[src/design/ustc_pkg.sv]
// ----------------------------------------------------------------------------
// ustc_pkg
// Shared types, constants and the microcode store for the Unix seconds to
// calendar converter.
// ----------------------------------------------------------------------------
package ustc_pkg;

  // Calendar constants
  localparam logic [31:0] SECS_PER_MIN     = 32'd60;
  localparam logic [31:0] SECS_PER_HOUR    = 32'd3600;
  localparam logic [31:0] SECS_PER_DAY     = 32'd86400;
  localparam logic [31:0] SECS_COMMON_YEAR = 32'd31536000;
  localparam logic [31:0] SECS_LEAP_YEAR   = 32'd31622400;
  localparam logic [11:0] EPOCH_YEAR       = 12'd1970;
  localparam logic [11:0] SKIP_LEAP_YEAR   = 12'd2100;
  localparam logic [3:0]  LAST_MONTH_IDX   = 4'd11;

  // Micro-operations
  localparam logic [2:0] OP_LOAD  = 3'd0;
  localparam logic [2:0] OP_YEAR  = 3'd1;
  localparam logic [2:0] OP_MONTH = 3'd2;
  localparam logic [2:0] OP_DIGIT = 3'd3;
  localparam logic [2:0] OP_EMIT  = 3'd4;

  // Sequencing conditions
  localparam logic [1:0] CND_NEXT  = 2'd0;  // advance
  localparam logic [1:0] CND_TAKEN = 2'd1;  // jump when the subtract is taken
  localparam logic [1:0] CND_HOLD  = 2'd2;  // stay while stalled, else jump

  // Quotient destinations
  localparam logic [1:0] DST_NONE = 2'd0;
  localparam logic [1:0] DST_DAY  = 2'd1;
  localparam logic [1:0] DST_HOUR = 2'd2;
  localparam logic [1:0] DST_MIN  = 2'd3;

  // Program addresses
  localparam logic [4:0] STEP_LOAD  = 5'd0;
  localparam logic [4:0] STEP_YEAR  = 5'd1;
  localparam logic [4:0] STEP_MONTH = 5'd2;
  localparam logic [4:0] STEP_DAY0  = 5'd3;
  localparam logic [4:0] STEP_DAY4  = 5'd7;
  localparam logic [4:0] STEP_HOUR0 = 5'd8;
  localparam logic [4:0] STEP_HOUR4 = 5'd12;
  localparam logic [4:0] STEP_MIN0  = 5'd13;
  localparam logic [4:0] STEP_MIN5  = 5'd18;
  localparam logic [4:0] STEP_EMIT  = 5'd19;

  typedef struct packed {
    logic [2:0] op;
    logic [1:0] cond;
    logic [3:0] kidx;
    logic [1:0] dst;
    logic [4:0] jmp;
  } ucw_t;

  // Leap rule over the reachable years 1970..2106: the only century in
  // range that is not a leap year is 2100 (2000 is divisible by 400).
  function automatic logic is_leap(input logic [11:0] y);
    is_leap = (y[1:0] == 2'b00) && (y != SKIP_LEAP_YEAR);
  endfunction

  // Length of a month in seconds, index 0 is January.
  function automatic logic [31:0] month_span(input logic [3:0] m, input logic leap);
    case (m)
      4'd1:    month_span = leap ? 32'(29 * 86400) : 32'(28 * 86400);
      4'd3,
      4'd5,
      4'd8,
      4'd10:   month_span = 32'(30 * 86400);
      default: month_span = 32'(31 * 86400);
    endcase
  endfunction

  // Restoring-division weights: day bits 4..0, hour bits 4..0,
  // minute bits 5..0, most significant first.
  function automatic logic [31:0] digit_weight(input logic [3:0] k);
    case (k)
      4'd0:    digit_weight = SECS_PER_DAY << 4;
      4'd1:    digit_weight = SECS_PER_DAY << 3;
      4'd2:    digit_weight = SECS_PER_DAY << 2;
      4'd3:    digit_weight = SECS_PER_DAY << 1;
      4'd4:    digit_weight = SECS_PER_DAY;
      4'd5:    digit_weight = SECS_PER_HOUR << 4;
      4'd6:    digit_weight = SECS_PER_HOUR << 3;
      4'd7:    digit_weight = SECS_PER_HOUR << 2;
      4'd8:    digit_weight = SECS_PER_HOUR << 1;
      4'd9:    digit_weight = SECS_PER_HOUR;
      4'd10:   digit_weight = SECS_PER_MIN << 5;
      4'd11:   digit_weight = SECS_PER_MIN << 4;
      4'd12:   digit_weight = SECS_PER_MIN << 3;
      4'd13:   digit_weight = SECS_PER_MIN << 2;
      4'd14:   digit_weight = SECS_PER_MIN << 1;
      default: digit_weight = SECS_PER_MIN;
    endcase
  endfunction

  // Microcode store
  function automatic ucw_t ucode(input logic [4:0] pc);
    ucw_t w;
    w = '{op: OP_EMIT, cond: CND_HOLD, kidx: 4'd0, dst: DST_NONE, jmp: STEP_LOAD};
    case (pc) inside
      STEP_LOAD: begin
        w.op   = OP_LOAD;
        w.cond = CND_HOLD;
        w.jmp  = STEP_YEAR;
      end
      STEP_YEAR: begin
        w.op   = OP_YEAR;
        w.cond = CND_TAKEN;
        w.jmp  = STEP_YEAR;
      end
      STEP_MONTH: begin
        w.op   = OP_MONTH;
        w.cond = CND_TAKEN;
        w.jmp  = STEP_MONTH;
      end
      [STEP_DAY0:STEP_DAY4]: begin
        w.op   = OP_DIGIT;
        w.cond = CND_NEXT;
        w.dst  = DST_DAY;
        w.kidx = 4'(pc - STEP_DAY0);
      end
      [STEP_HOUR0:STEP_HOUR4]: begin
        w.op   = OP_DIGIT;
        w.cond = CND_NEXT;
        w.dst  = DST_HOUR;
        w.kidx = 4'(pc - STEP_DAY0);
      end
      [STEP_MIN0:STEP_MIN5]: begin
        w.op   = OP_DIGIT;
        w.cond = CND_NEXT;
        w.dst  = DST_MIN;
        w.kidx = 4'(pc - STEP_DAY0);
      end
      default: begin
        w.op   = OP_EMIT;
        w.cond = CND_HOLD;
        w.jmp  = STEP_LOAD;
      end
    endcase
    ucode = w;
  endfunction

endpackage

[src/design/unix_seconds_to_calendar.sv]
// ----------------------------------------------------------------------------
// unix_seconds_to_calendar
// Converts a 32-bit Unix time to a Gregorian UTC date and time of day with a
// small microcoded sequencer over one shared compare-and-subtract datapath.
// ----------------------------------------------------------------------------
//   channel   handshake             payload
//   input     in_valid / in_ready   in_epoch_seconds[31:0]
//   output    out_valid / out_ready out_year_out .. out_second_out
//
// The year walk strips one year per cycle.
// The next item is taken while a result waits in the output register.
// Reset (rst_n low, synchronous) returns the sequencer to its load step and
// empties the output register. A stalled output holds the emit step.
// ----------------------------------------------------------------------------
module unix_seconds_to_calendar
  import ustc_pkg::*;
(
  input  logic        clk,
  input  logic        rst_n,
  input  logic        in_valid,
  output logic        in_ready,
  input  logic [31:0] in_epoch_seconds,
  output logic        out_valid,
  input  logic        out_ready,
  output logic [11:0] out_year_out,
  output logic [3:0]  out_month_out,
  output logic [4:0]  out_day_out,
  output logic [4:0]  out_hour_out,
  output logic [5:0]  out_minute_out,
  output logic [5:0]  out_second_out
);

  // Sequencer and datapath state
  logic [4:0]  pc_r, pc_nxt;
  logic [31:0] rem_r, rem_nxt;
  logic [11:0] year_r, year_nxt;
  logic [3:0]  month_r, month_nxt;
  logic [4:0]  dayq_r, dayq_nxt;
  logic [4:0]  hourq_r, hourq_nxt;
  logic [5:0]  minq_r, minq_nxt;

  // Output register
  logic        ovld_r, ovld_nxt;
  logic [11:0] oyear_r, oyear_nxt;
  logic [3:0]  omonth_r, omonth_nxt;
  logic [4:0]  oday_r, oday_nxt;
  logic [4:0]  ohour_r, ohour_nxt;
  logic [5:0]  omin_r, omin_nxt;
  logic [5:0]  osec_r, osec_nxt;

  ucw_t        cw;
  logic [31:0] weight;
  logic        ge;
  logic        taken;
  logic        stall;
  logic        out_busy;

  assign cw       = ucode(pc_r);
  assign out_busy = ovld_r && !out_ready;
  assign in_ready = (cw.op == OP_LOAD);

  // Pick the weight for the shared compare-and-subtract
  always_comb begin
    case (cw.op)
      OP_YEAR:  weight = is_leap(year_r) ? SECS_LEAP_YEAR : SECS_COMMON_YEAR;
      OP_MONTH: weight = month_span(month_r, is_leap(year_r));
      default:  weight = digit_weight(cw.kidx);
    endcase
  end

  assign ge = (rem_r >= weight);

  always_comb begin
    case (cw.op)
      OP_YEAR, OP_DIGIT: taken = ge;
      OP_MONTH:          taken = ge && (month_r < LAST_MONTH_IDX);
      default:           taken = 1'b0;
    endcase
  end

  always_comb begin
    case (cw.op)
      OP_LOAD: stall = !in_valid;
      OP_EMIT: stall = out_busy;
      default: stall = 1'b0;
    endcase
  end

  // Advance the step counter
  always_comb begin
    case (cw.cond)
      CND_TAKEN: pc_nxt = taken ? cw.jmp : pc_r + 5'd1;
      CND_HOLD:  pc_nxt = stall ? pc_r : cw.jmp;
      default:   pc_nxt = pc_r + 5'd1;
    endcase
  end

  // Datapath updates
  always_comb begin
    rem_nxt   = rem_r;
    year_nxt  = year_r;
    month_nxt = month_r;
    dayq_nxt  = dayq_r;
    hourq_nxt = hourq_r;
    minq_nxt  = minq_r;
    case (cw.op)
      OP_LOAD: begin
        if (in_valid) begin
          rem_nxt   = in_epoch_seconds;
          year_nxt  = EPOCH_YEAR;
          month_nxt = 4'd0;
          dayq_nxt  = 5'd0;
          hourq_nxt = 5'd0;
          minq_nxt  = 6'd0;
        end
      end
      OP_YEAR: begin
        if (taken) begin
          rem_nxt  = rem_r - weight;
          year_nxt = year_r + 12'd1;
        end
      end
      OP_MONTH: begin
        if (taken) begin
          rem_nxt   = rem_r - weight;
          month_nxt = month_r + 4'd1;
        end
      end
      OP_DIGIT: begin
        if (taken) begin
          rem_nxt = rem_r - weight;
        end
        case (cw.dst)
          DST_DAY:  dayq_nxt  = {dayq_r[3:0], taken};
          DST_HOUR: hourq_nxt = {hourq_r[3:0], taken};
          DST_MIN:  minq_nxt  = {minq_r[4:0], taken};
          default:  ;
        endcase
      end
      default: ;
    endcase
  end

  // Load the output register on the emit step, drop it on a taken beat
  always_comb begin
    ovld_nxt   = ovld_r && !out_ready;
    oyear_nxt  = oyear_r;
    omonth_nxt = omonth_r;
    oday_nxt   = oday_r;
    ohour_nxt  = ohour_r;
    omin_nxt   = omin_r;
    osec_nxt   = osec_r;
    if ((cw.op == OP_EMIT) && !out_busy) begin
      ovld_nxt   = 1'b1;
      oyear_nxt  = year_r;
      omonth_nxt = month_r + 4'd1;
      oday_nxt   = dayq_r + 5'd1;
      ohour_nxt  = hourq_r;
      omin_nxt   = minq_r;
      osec_nxt   = rem_r[5:0];
    end
  end

  always_ff @(posedge clk) begin
    if (!rst_n) begin
      pc_r   <= STEP_LOAD;
      ovld_r <= 1'b0;
    end else begin
      pc_r   <= pc_nxt;
      ovld_r <= ovld_nxt;
    end
  end

  always_ff @(posedge clk) begin
    rem_r    <= rem_nxt;
    year_r   <= year_nxt;
    month_r  <= month_nxt;
    dayq_r   <= dayq_nxt;
    hourq_r  <= hourq_nxt;
    minq_r   <= minq_nxt;
    oyear_r  <= oyear_nxt;
    omonth_r <= omonth_nxt;
    oday_r   <= oday_nxt;
    ohour_r  <= ohour_nxt;
    omin_r   <= omin_nxt;
    osec_r   <= osec_nxt;
  end

  assign out_valid      = ovld_r;
  assign out_year_out   = oyear_r;
  assign out_month_out  = omonth_r;
  assign out_day_out    = oday_r;
  assign out_hour_out   = ohour_r;
  assign out_minute_out = omin_r;
  assign out_second_out = osec_r;

endmodule

[config.mk]
export PLATFORM = sky130hd
export DESIGN_NAME = unix_seconds_to_calendar
export DESIGN_NICKNAME = d
export VERILOG_FILES = /design/src/design/ustc_pkg.sv /design/src/design/unix_seconds_to_calendar.sv
export SDC_FILE = /design/constraint.sdc
export NUM_CORES = 1
export LEC_CHECK = 0
export BUFFER_PORTS_ARGS = -buffer_cell sky130_fd_sc_hd__buf_4
export CAP_MARGIN = 20
export CORE_MARGIN = 2
export CORE_UTILIZATION = 60
export DETAILED_ROUTE_END_ITERATION = 12
export GPL_ROUTABILITY_DRIVEN = 0
export PLACE_DENSITY = 0.93
export SETUP_SLACK_MARGIN = 0.3
export SLEW_MARGIN = 20
export SYNTH_ARGS = -nofsm -noshare
export SYNTH_HDL_FRONTEND = slang
export SYNTH_SLANG_ARGS = --single-unit
[constraint.sdc]
create_clock -name clk -period 15.8 [get_ports clk]
set_input_delay 1.58 -clock clk [delete_from_list [all_inputs] [get_ports clk]]
set_output_delay 1.58 -clock clk [all_outputs]
set_load 0.005 [all_outputs]
==> impl_results.md, run 1 <==
- Final core occ: 69.1%
- Post-synthesis cell type count: 77
- Initial antenna violation count: 0
- Via/cell ratio: 6.31
- Post-CTS Resized: 0
- Routed vias: 5431
- Post-CTS Hold Buffers: 0
- GRT Util Overall: 26.1%
- Pre-antenna DRT Iters: 6
- Vias in the first global route: 5179
- Grt ovf: 0
- Initial Utilization: 61.3%
- Syn Std Cell Area: 6620 sq um
- Root Buffer: clkbuf_8
- Synthesized Nets: 723
- Clock Latency Late Sink: 390 ps
- Final Cycle Share: 36.7%
- Clock Path Buffers: 2
- Startpoint Class: flop
- Clock transition time at the flip-flop clock pins of the worst setup and hold paths: 110 ps
- Detail Route Antenna Nets: 0
- PortBufs: 75
- Fin. Hold Viols: 0
- Final setup viols: 0
- Post-layout minimum cycle time: 5800 ps
- Register area: 3180 sq um
- Fin. max-slew vios: 0
- Register area share after synthesis: 48.1%
- Die Width: 109 um
- # IOs: 76
- Synth cell count leaders: 102 x edfxtp_1, 68 x nor2_1, 58 x nand2_1
- H-tree depth: 3
- Average size of a mapped cell: 10.2 sq um
- Drt initial violations: 709
- Die Ht: 109 um
- Outcome: complete, no violations
- Hold crit path type: flop to flop
- Crit Path Max Fanout: 27
- RSZ-0062 raised after global routing: false
- Final net count: 792
- Yosys top cell by area: edfxtp_1
- Yosys reg bits: 108
- Worst Setup End Kind: flop
- Max Cap Viol: 0
- Synth top area share: 46.3%
- Footprint of the multi-input gates: 3210 sq um
- Pwr Density: 205 nW/um^2
- TNS Setup: 0 ps
- TritonCTS Buffers: 9
- Filler cell count: 793
- CP required: 15910 ps
- Ys flop type: edfxtp_1
- Total power: 1.53 mW
- Setup Buffers After CTS: 0
- Post-Route WL: 15.1 mm
- Crit path DAT: 5910 ps
- Ant. Diodes: 0
- Layout cell share with drive strength beyond 1: 16.2%
- Leak: 2.86 nW
- Area contributors post-synth: edfxtp_1 46%, ha_1 7.4%, nor2_1 3.9%
- Die area: 11900 sq um
- Remaining DRCs: 0
- WL/cell: 17.6 um
- Worst-Margin Slew: 1030 ps
- Final HPWL DP: 11.1 mm
- Post-Synthesis Cells: 647
- Largest net degree at the start of global routing: 48
- Worst Clk Skew: 11.5 ps
- Crit Path Category: flop to flop
- Area Overhead vs Synth: 12.7%
- Relative slew slack: 31.2%
- First-pass GRT wire length: 24.1 mm
- Most common cell in the netlist: edfxtp_1
- Ys Warns: 0
- Clk sinks: 108
- Async set or reset register ratio after synthesis: 0%
- EDFF count, synth: 102
- Row count: 38
- VDD IR max: 116 uV
- Fmax: 172 MHz
- CTS tree: done
- Area of the core: 10800 sq um
## cell families (layout without fill, tap and decap cells)
family | after synthesis | count (layout) | share of synthesized area, %
adder cells (fa/ha/maj) | 40 | 40 | 7.68
AND/OR/NAND/NOR | 246 | 246 | 19.0
flip-flops | 108 | 108 | 48.1
AO/OA/AOI/OAI | 171 | 171 | 17.3
XOR/XNOR | 33 | 33 | 4.37
buffers and inverters | 49 | 123 | 3.54
## worst paths after layout
check,startpoint,to,slack (ps),cells past startpoint
worst max-delay path,pc_r[0]$_SDFFE_PN0P_,rem_r[24]$_DFFE_PP_,10000,16
worst min-delay path,minq_r[5]$_SDFFCE_PP0P_,out_minute_out[5]$_DFFE_PP_,440,0
worst max register to register,pc_r[0]$_SDFFE_PN0P_,rem_r[24]$_DFFE_PP_,10000,16
worst min register to register,minq_r[5]$_SDFFCE_PP0P_,out_minute_out[5]$_DFFE_PP_,440,0
## metrics by stage
step	area (sq um)	instances	hold WS, ps	worst slack (ps)
finish	7450	861	439	10000
global route	7450	861	450	9590
CTS	7450	861	440	10120
detailed placement	7260	845	416	10170
global placement	7260	845	403	10580
floorplan	6620	647	400	10440
## per-layer routing
layer	vias up	track usage, %	wire length, um
met5	-	0	0
met4	0	11.9	483
met3	50	4.18	1160
met2	278	43.7	7430
met1	2541	33.2	6080
li1	2562	-	-
## flip-flops by register name, indices dropped and copies added (netlist names)
| name | count |
|---|---|
| out_year_out | 12 |
| out_hour_out | 5 |
| minq_r | 6 |
| out_second_out | 6 |
| rem_r | 32 |
| out_day_out | 5 |
| out_month_out | 4 |
| out_valid | 1 |
| year_r | 12 |
| out_minute_out | 6 |
| pc_r | 5 |
| month_r | 4 |
| hourq_r | 5 |
| dayq_r | 5 |
## worst max-delay path, stage by stage (launching register included)
cell,delay (ps)
dfxtp_1,640
inv_1,180
ha_1,370
nor3_1,300
nand2b_1,210
o21ai_1,220
nor2_1,780
o21ai_0,290
o311ai_0,200
ha_1,380
a211oi_1,280
nor2_1,110
o31a_2,330
o311ai_1,450
a21bo_2,320
nand2_1,150
buf_4,290
## report_power, final
| part | internal [mW] | total, mW | switching (mW) |
|---|---|---|---|
| Clock | 0.0648 | 0.168 | 0.103 |
| Combinational | 0.323 | 0.821 | 0.498 |
| Sequential | 0.474 | 0.539 | 0.0645 |
| Total | 0.862 | 1.53 | 0.665 |
## area by class of cell
cell class,count,share of cell area (%)
Inverter,28,1.41
Clock buffer,10,1.85
Tap cell,140,2.35
Sequential cell,108,42.7
Multi-Input combinational cell,490,43.0
Clock inverter,6,0.739
Timing Repair Buffer,79,7.96
## cell usage in the layout (no fill, tap or decap), drive strengths merged, types with 11 or more instances in the layout
master  netlist  layout
nand3        18      18
buf           7      79
a21oi        43      43
xor2         14      14
xnor2        19      19
ha           39      39
and2         20      20
edfxtp      102     102
nand2        58      58
or3          11      11
nor2         68      68
o21ai        38      38
inv          27      30
nor3         14      14
Note: power is estimated with default switching activity, not from simulation.
==> run 2, diff against run 1 <==
Settings changed: CORE_UTILIZATION 60 to 54, PLACE_DENSITY 0.93 to 0.89.
Clock period 15.8 ns to 5.2 ns, I/O delays scaled along.
==> run 2 against run 1 <==
First-iteration DRC count decreased by 16%; worst hold slack got worse by 16 ps; maximum frequency increased by 20%; design area is 6.1% higher; critical path type unchanged; critical endpoint is now rem_r[26]$_DFFE_PP_.
==> impl_results.md, run 2 (synthesis results as in run 1) <==
- Clock Latency Late Sink: 370 ps (-20 ps)
- Pwr Density: 643 nW/um^2 (+210%)
- Startpoint Class: flop
- Reg with most FFs: rem_r
- Die area: 13200 sq um (+11%)
- Fin. Hold Viols: 0 (unchanged)
- Area Overhead vs Synth: 19.6%
- Row count: 40 (+5.3%)
- Ant. Diodes: 0 (unchanged)
- Most frequent cells in the layout: 102 x edfxtp_1, 95 x buf_4, 63 x nor2_1
- RSZ-0062 raised after global routing: true
- Hold crit path type: flop to flop
- Drt initial violations: 599 (-16%)
- # IOs: 76 (unchanged)
- Leak: 3.02 nW (+5.5%)
- Hold_ws: 423 ps (-16.2 ps)
- Final net count: 811 (+2.4%)
- Layout cell share with drive strength beyond 1: 22.8% (+6.6 points)
- Root Buffer: clkbuf_16
- Worst Setup End Kind: flop
- GRT Util Overall: 24.6% (-1.5 points)
- TritonCTS Buffers: 9 (unchanged)
- Fin. max-slew vios: 0 (unchanged)
- Fmax: 207 MHz (+20%)
- Remaining DRCs: 0 (unchanged)
- Final HPWL DP: 11.2 mm (+1.1%)
- Routed vias: 5629 (+3.6%)
- Pre-antenna DRT Iters: 5 (-1)
- Detail Route Antenna Nets: 0 (unchanged)
- Final Cycle Share: 92.8% (+56 points)
- Top Metal Used: met4
- Clock Path Buffers: 2 (unchanged)
- H-tree depth: 3 (unchanged)
- Post-layout minimum cycle time: 4820 ps (-975 ps)
- CP required: 5400 ps (-10510 ps)
- Leading cell type in the layout, fill and taps excluded: edfxtp_1
- Worst-Margin Slew: 1020 ps (-10.1 ps)
- Max reg flops: 32 (unchanged)
- Relative slew slack: 31.9% (+0.68 points)
- Crit path DAT: 5030 ps (-880 ps)
- Worst Clk Skew: 10.9 ps (-0.582 ps)
- Footprint of the multi-input gates: 3380 sq um (+5.5%)
- Via/cell ratio: 6.35 (+0.61%)
- Met2 WL post-DR: 7.95 mm (+7.1%)
- Initial Utilization: 55.3% (-6.0 points)
- Die Width: 115 um (+5.2%)
- PortBufs: 75 (unchanged)
- Die Ht: 115 um (+5.2%)
- Final Instance Area: 7910 sq um (+6.1%)
- CTS tree: done
- VDD IR max: 285 uV (+150%)
- Placed cell area: 7340 sq um (+1.1%)
- Area of the core: 12000 sq um (+11%)
- Post-Route WL: 16.3 mm (+7.8%)
- Crit Path Max Fanout: 10 (-63%)
- Met3 WL post-DR: 1.25 mm (+7.6%)
- Vias in the first global route: 5245 (+1.3%)
- DRT met1 WL: 6.74 mm (+11%)
- Crit Path Category: flop to flop
- Final core occ: 66.1% (-3.0 points)
- Outcome: complete, no violations
- Initial antenna violation count: 0 (unchanged)
- Max Cap Viol: 0 (unchanged)
- Register area: 3190 sq um (+0.24%)
- Total power: 5.08 mW (+230%)
- Clock transition time at the flip-flop clock pins of the worst setup and hold paths: 80 ps (-30 ps)
- Largest net degree at the start of global routing: 47 (-2.1%)
- Grt ovf: 0 (unchanged)
- Filler cell count: 907 (+14%)
- WL/cell: 18.4 um (+4.7%)
- First-pass GRT wire length: 25.5 mm (+5.8%)
- Final setup viols: 0 (unchanged)
- Clk sinks: 108 (unchanged)
## run 2: changes by cell type in the layout (fill, tap and decap cells not counted), sizes merged
cell | previous run | this run
buf | 79 | 98
clkbuf | 10 | 9
clkinv | 2 | 3
## run 2: metal layers
layer | GRT usage (%) | vias to the layer above
li1 | - | 2612
met1 | 31.7 | 2669
met2 | 40.6 | 307
met3 | 5.66 | 41
met4 | 9.27 | 0
met5 | 0 | -
## run 2: repair_timing
action                                  in CTS  in global routing
cloned                                       0                  0
resized for setup                           12                 35
endpoints found under the setup margin      58                 61
buffers inserted                             1                 10
hold buffers                                 0                  0
pin swaps                                    1                 11
## run 2: worst paths after layout
path,to,depth (start not counted),slack (ps),from
max,rem_r[26]$_DFFE_PP_,18,380,pc_r[0]$_SDFFE_PN0P_
min,out_hour_out[4]$_DFFE_PP_,0,420,hourq_r[4]$_SDFFCE_PP0P_
max reg2reg,rem_r[26]$_DFFE_PP_,18,380,pc_r[0]$_SDFFE_PN0P_
min reg2reg,out_hour_out[4]$_DFFE_PP_,0,420,hourq_r[4]$_SDFFCE_PP0P_
## run 2: final cells by class
type                       count  area share, %
inverter                      28           1.33
timing repair buffer          98           9.60
clock inverter                 7          0.775
clock buffer                   9           2.85
tap                          147           2.33
multi-input combinational    490           42.8
sequential                   108           40.3
## run 2: through the flow
stage               worst slack [ps]  std cells  setup TNS (ps)
global route                     202        887               0
finish                           376        887               0
global placement                 201        860               0
floorplan                        383        647               0
detailed placement             -26.8        860           -64.2
CTS                              309        877               0
## run 2: report_power, final
group,total [mW],switching (mW),internal [mW]
combinational,2.77,1.64,1.13
clock,0.672,0.340,0.333
sequential,1.64,0.196,1.45
## run 2: worst max-delay path, stage by stage, from the launching register on
cell and delay, ps:
dfxtp_4 390, inv_1 140, ha_2 280, nand2b_1 160
a32o_1 320, o21ai_4 120, buf_6 160, nor2_4 190
inv_2 90, ha_1 200, o311ai_2 250, ha_1 340
a211oi_2 230, nor2_1 90, o31a_2 320, o211a_1 280
o21a_1 240, or4b_2 640, a31oi_1 220
==> run 3, diff against run 2 <==
Settings changed: ABC_AREA set to 1, CORE_MARGIN 2 to 4, PLACE_DENSITY 0.89 to 0.88.
==> run 3 against run 2 <==
Sequential cell count is the same; critical path depth grew 6; critical endpoint is now rem_r[31]$_DFFE_PP_; highest routed layer unchanged; first-iteration DRC count shrank 2.3%; largest cell class is now registers.
==> impl_results.md, run 3 <==
- Setup Buffers After CTS: 0 (-1)
- Die area: 14400 sq um (+9.4%)
- Crit path DAT: 4600 ps (-430 ps)
- Worst Clk Skew: 6.97 ps (-3.93 ps)
- Row count: 40 (unchanged)
- FF-to-FF Start: pc_r[0]$_SDFFE_PN0P_
- Post-Synthesis Cells: 776 (+20%)
- Vias in the first global route: 5176 (-1.3%)
- Pre-antenna DRT Iters: 5 (unchanged)
- Clock Path Buffers: 2 (unchanged)
- Worst setup path start: pc_r[0]$_SDFFE_PN0P_
- CP required: 5220 ps (-180 ps)
- Most common cell in the netlist: nand2_1
- Leading cell type in the layout, fill and taps excluded: nand2_1
- Placed cell area: 7520 sq um (+2.3%)
- Dpl ws: 718 ps (+745 ps)
- Worst-Margin Slew: 745 ps (-275 ps)
- Yosys reg bits: 108 (unchanged)
- Die Ht: 120 um (+4.6%)
- Flop-to-flop setup slack: 620 ps (+240 ps)
- Relative slew slack: 49.8% (+18 points)
- R2R cell count: 24 (+6)
- Clk sinks: 108 (unchanged)
- RSZ-0062 raised after global routing: false
- Crit Path Category: flop to flop
- Grt ovf: 0 (unchanged)
- Fmax: 218 MHz (+5.3%)
- PortBufs: 75 (unchanged)
- Syn Std Cell Area: 6770 sq um (+2.3%)
- Fin. Hold Viols: 0 (unchanged)
- WL/cell: 14.5 um (-21%)
- GRT Util Overall: 20.8% (-3.8 points)
- Area Overhead vs Synth: 16.2%
- Die Width: 120 um (+4.6%)
- Async set or reset register ratio after synthesis: 0% (unchanged)
- Worst Setup End Kind: flop
- Post-CTS Resized: 0 (-12)
- Fin. max-slew vios: 0 (unchanged)
- Ys flop type: edfxtp_1
- Max reg flops: 32 (unchanged)
- TNS Setup: 0 ps (unchanged)
- Remaining DRCs: 0 (unchanged)
- Final net count: 933 (+15%)
- First-pass GRT wire length: 24.0 mm (-6.1%)
- Outcome: complete, no violations
- Detail Route Antenna Nets: 0 (unchanged)
- Final Instance Area: 7870 sq um (-0.51%)
- Average size of a mapped cell: 8.72 sq um (-15%)
- Area of the core: 12200 sq um (+1.7%)
- Hold wc startpoint: hourq_r[4]$_SDFFCE_PP0P_
- WHS Path Cells: 0 (unchanged)
- Hold_ws: 425 ps (+2.05 ps)
- Ant. Diodes: 0 (unchanged)
- Synth top area share: 45.2% (-1.1 points)
- Final setup viols: 0 (unchanged)
- Routed vias: 5503 (-2.2%)
- Register area share after synthesis: 47.0% (-1.1 points)
- Post-Route WL: 14.9 mm (-8.6%)
- CTS tree: done
- Filler cell count: 966 (+6.5%)
- Initial Utilization: 55.7% (+0.37 points)
- # IOs: 76 (unchanged)
- Via/cell ratio: 5.34 (-16%)
- Root Buffer: clkbuf_16
- Drt initial violations: 585 (-2.3%)
- EDFF count, synth: 102 (unchanged)
- Final HPWL DP: 11.1 mm (-0.92%)
- Hold crit path type: flop to flop
- Max Cap Viol: 0 (unchanged)
- Area contributors post-synth: edfxtp_1 45%, nand2_1 9.0%, ha_1 7.2%
- Post-synthesis cell type count: 52 (-32%)
- Post-route setup slack: 617 ps (+241 ps)
- Synth cell count leaders: 162 x nand2_1, 102 x edfxtp_1, 99 x inv_1
- Layout cell share with drive strength beyond 1: 17.4% (-5.4 points)
- Post-layout minimum cycle time: 4580 ps (-241 ps)
- Post-CTS Hold Buffers: 0 (unchanged)
- Final Cycle Share: 88.1% (-4.6 points)
- Largest net degree at the start of global routing: 51 (+8.5%)
- Synthesized Nets: 852 (+18%)
- Worst Hold Endpoint: out_hour_out[4]$_DFFE_PP_
- Worst flop-to-flop path endpoint: rem_r[31]$_DFFE_PP_
- Crit Path Max Fanout: 30 (+20)
- Clock transition time at the flip-flop clock pins of the worst setup and hold paths: 80 ps (about the same)
- Startpoint Class: flop
- Most frequent cells in the layout: 162 x nand2_1, 102 x edfxtp_1, 99 x inv_1
- H-tree depth: 3 (unchanged)
- Reg with most FFs: rem_r
- Clock Latency Late Sink: 360 ps (about the same)
- Ys Warns: 0 (unchanged)
- TritonCTS Buffers: 9 (unchanged)
- Yosys top cell by area: edfxtp_1
- Initial antenna violation count: 0 (unchanged)
[run 3: cell types whose count changed after synthesis, moves of 9 or more]
cell / before / now
nand2_1: 58 / 162
inv_1: 27 / 99
nand3_1: 18 / 41
nor2_1: 68 / 88
and2_1: 19 / 1
o21ai_0: 36 / 50
inv_2: 0 / 12
clkbuf_1: 11 / 1
nor2_4: 0 / 10
o21a_1: 10 / 1
o21ai_1: 2 / 11
or3_1: 9 / 0
[run 3: worst max-delay path, cell delays in order (launching register included)]
cell     delay (ps)
dfxtp_1         420
inv_2           140
ha_1            260
inv_2           100
a21oi_1         310
nor2_4           90
nand2_4         140
nand2_8         150
nor2_8          200
inv_4            80
ha_1            280
nand2_1          70
nand3_1         100
ha_1            360
nand2_1          90
nor2_1          160
nand2_1          70
nand3_1         160
nand2_1          90
nand2_2         130
nand2_1          60
nand3_1         140
nand2_2         140
nand2_1          90
buf_4           370
[run 3: worst max-delay path by stage]
stage / slack [ps] / cells after the start / endpoint
floorplan: 710 / 23 / year_r[0]$_SDFFCE_PN0P_
global placement: 930 / 24 / rem_r[31]$_DFFE_PP_
detailed placement: 720 / 22 / month_r[3]$_SDFFCE_PP0P_
CTS: 640 / 22 / month_r[0]$_SDFFCE_PP0P_
global route: 310 / 24 / rem_r[3]$_DFFE_PP_
finish: 620 / 24 / rem_r[31]$_DFFE_PP_
[run 3: per-stage QoR]
step | utilization (%) | cells
floorplan | - | 776
global placement | 61.8 | 1013
detailed placement | 61.8 | 1013
CTS | 64.5 | 1029
global route | 64.7 | 1030
finish | 64.7 | 1030
[run 3: layer usage]
layer	vias up	GRT usage [%]	wire, um
li1	2764	-	-
met1	2484	26.0	6090
met2	227	36.2	7340
met3	28	3.53	1150
met4	0	7.73	341
met5	-	0	0
[run 3: cell families (layout without fill, tap and decap cells)]
| logic type | after synthesis | after routing | synth area share, % |
|---|---|---|---|
| AO/OA/AOI/OAI | 125 | 125 | 10.6 |
| AND/OR/NAND/NOR | 352 | 352 | 24.0 |
| flip-flops | 108 | 108 | 47.0 |
| buffers and inverters | 125 | 211 | 7.45 |
| adder cells (fa/ha/maj) | 40 | 40 | 7.50 |
| XOR/XNOR | 26 | 26 | 3.36 |
[run 3: layout make-up]
class                           instances  area (sq um)  area share [%]
Clock buffer                            9           225            2.86
Clock inverter                          7           100            1.27
Inverter                              115           439            5.58
Multi-Input combinational cell        543          3090            39.3
Sequential cell                       108          3180            40.5
Tap cell                              168           210            2.67
Timing Repair Buffer                   80           621            7.89
Power of run 3 is not shown: default switching activity piles up to over one toggle a cycle in this logic, so the estimate is an artifact.
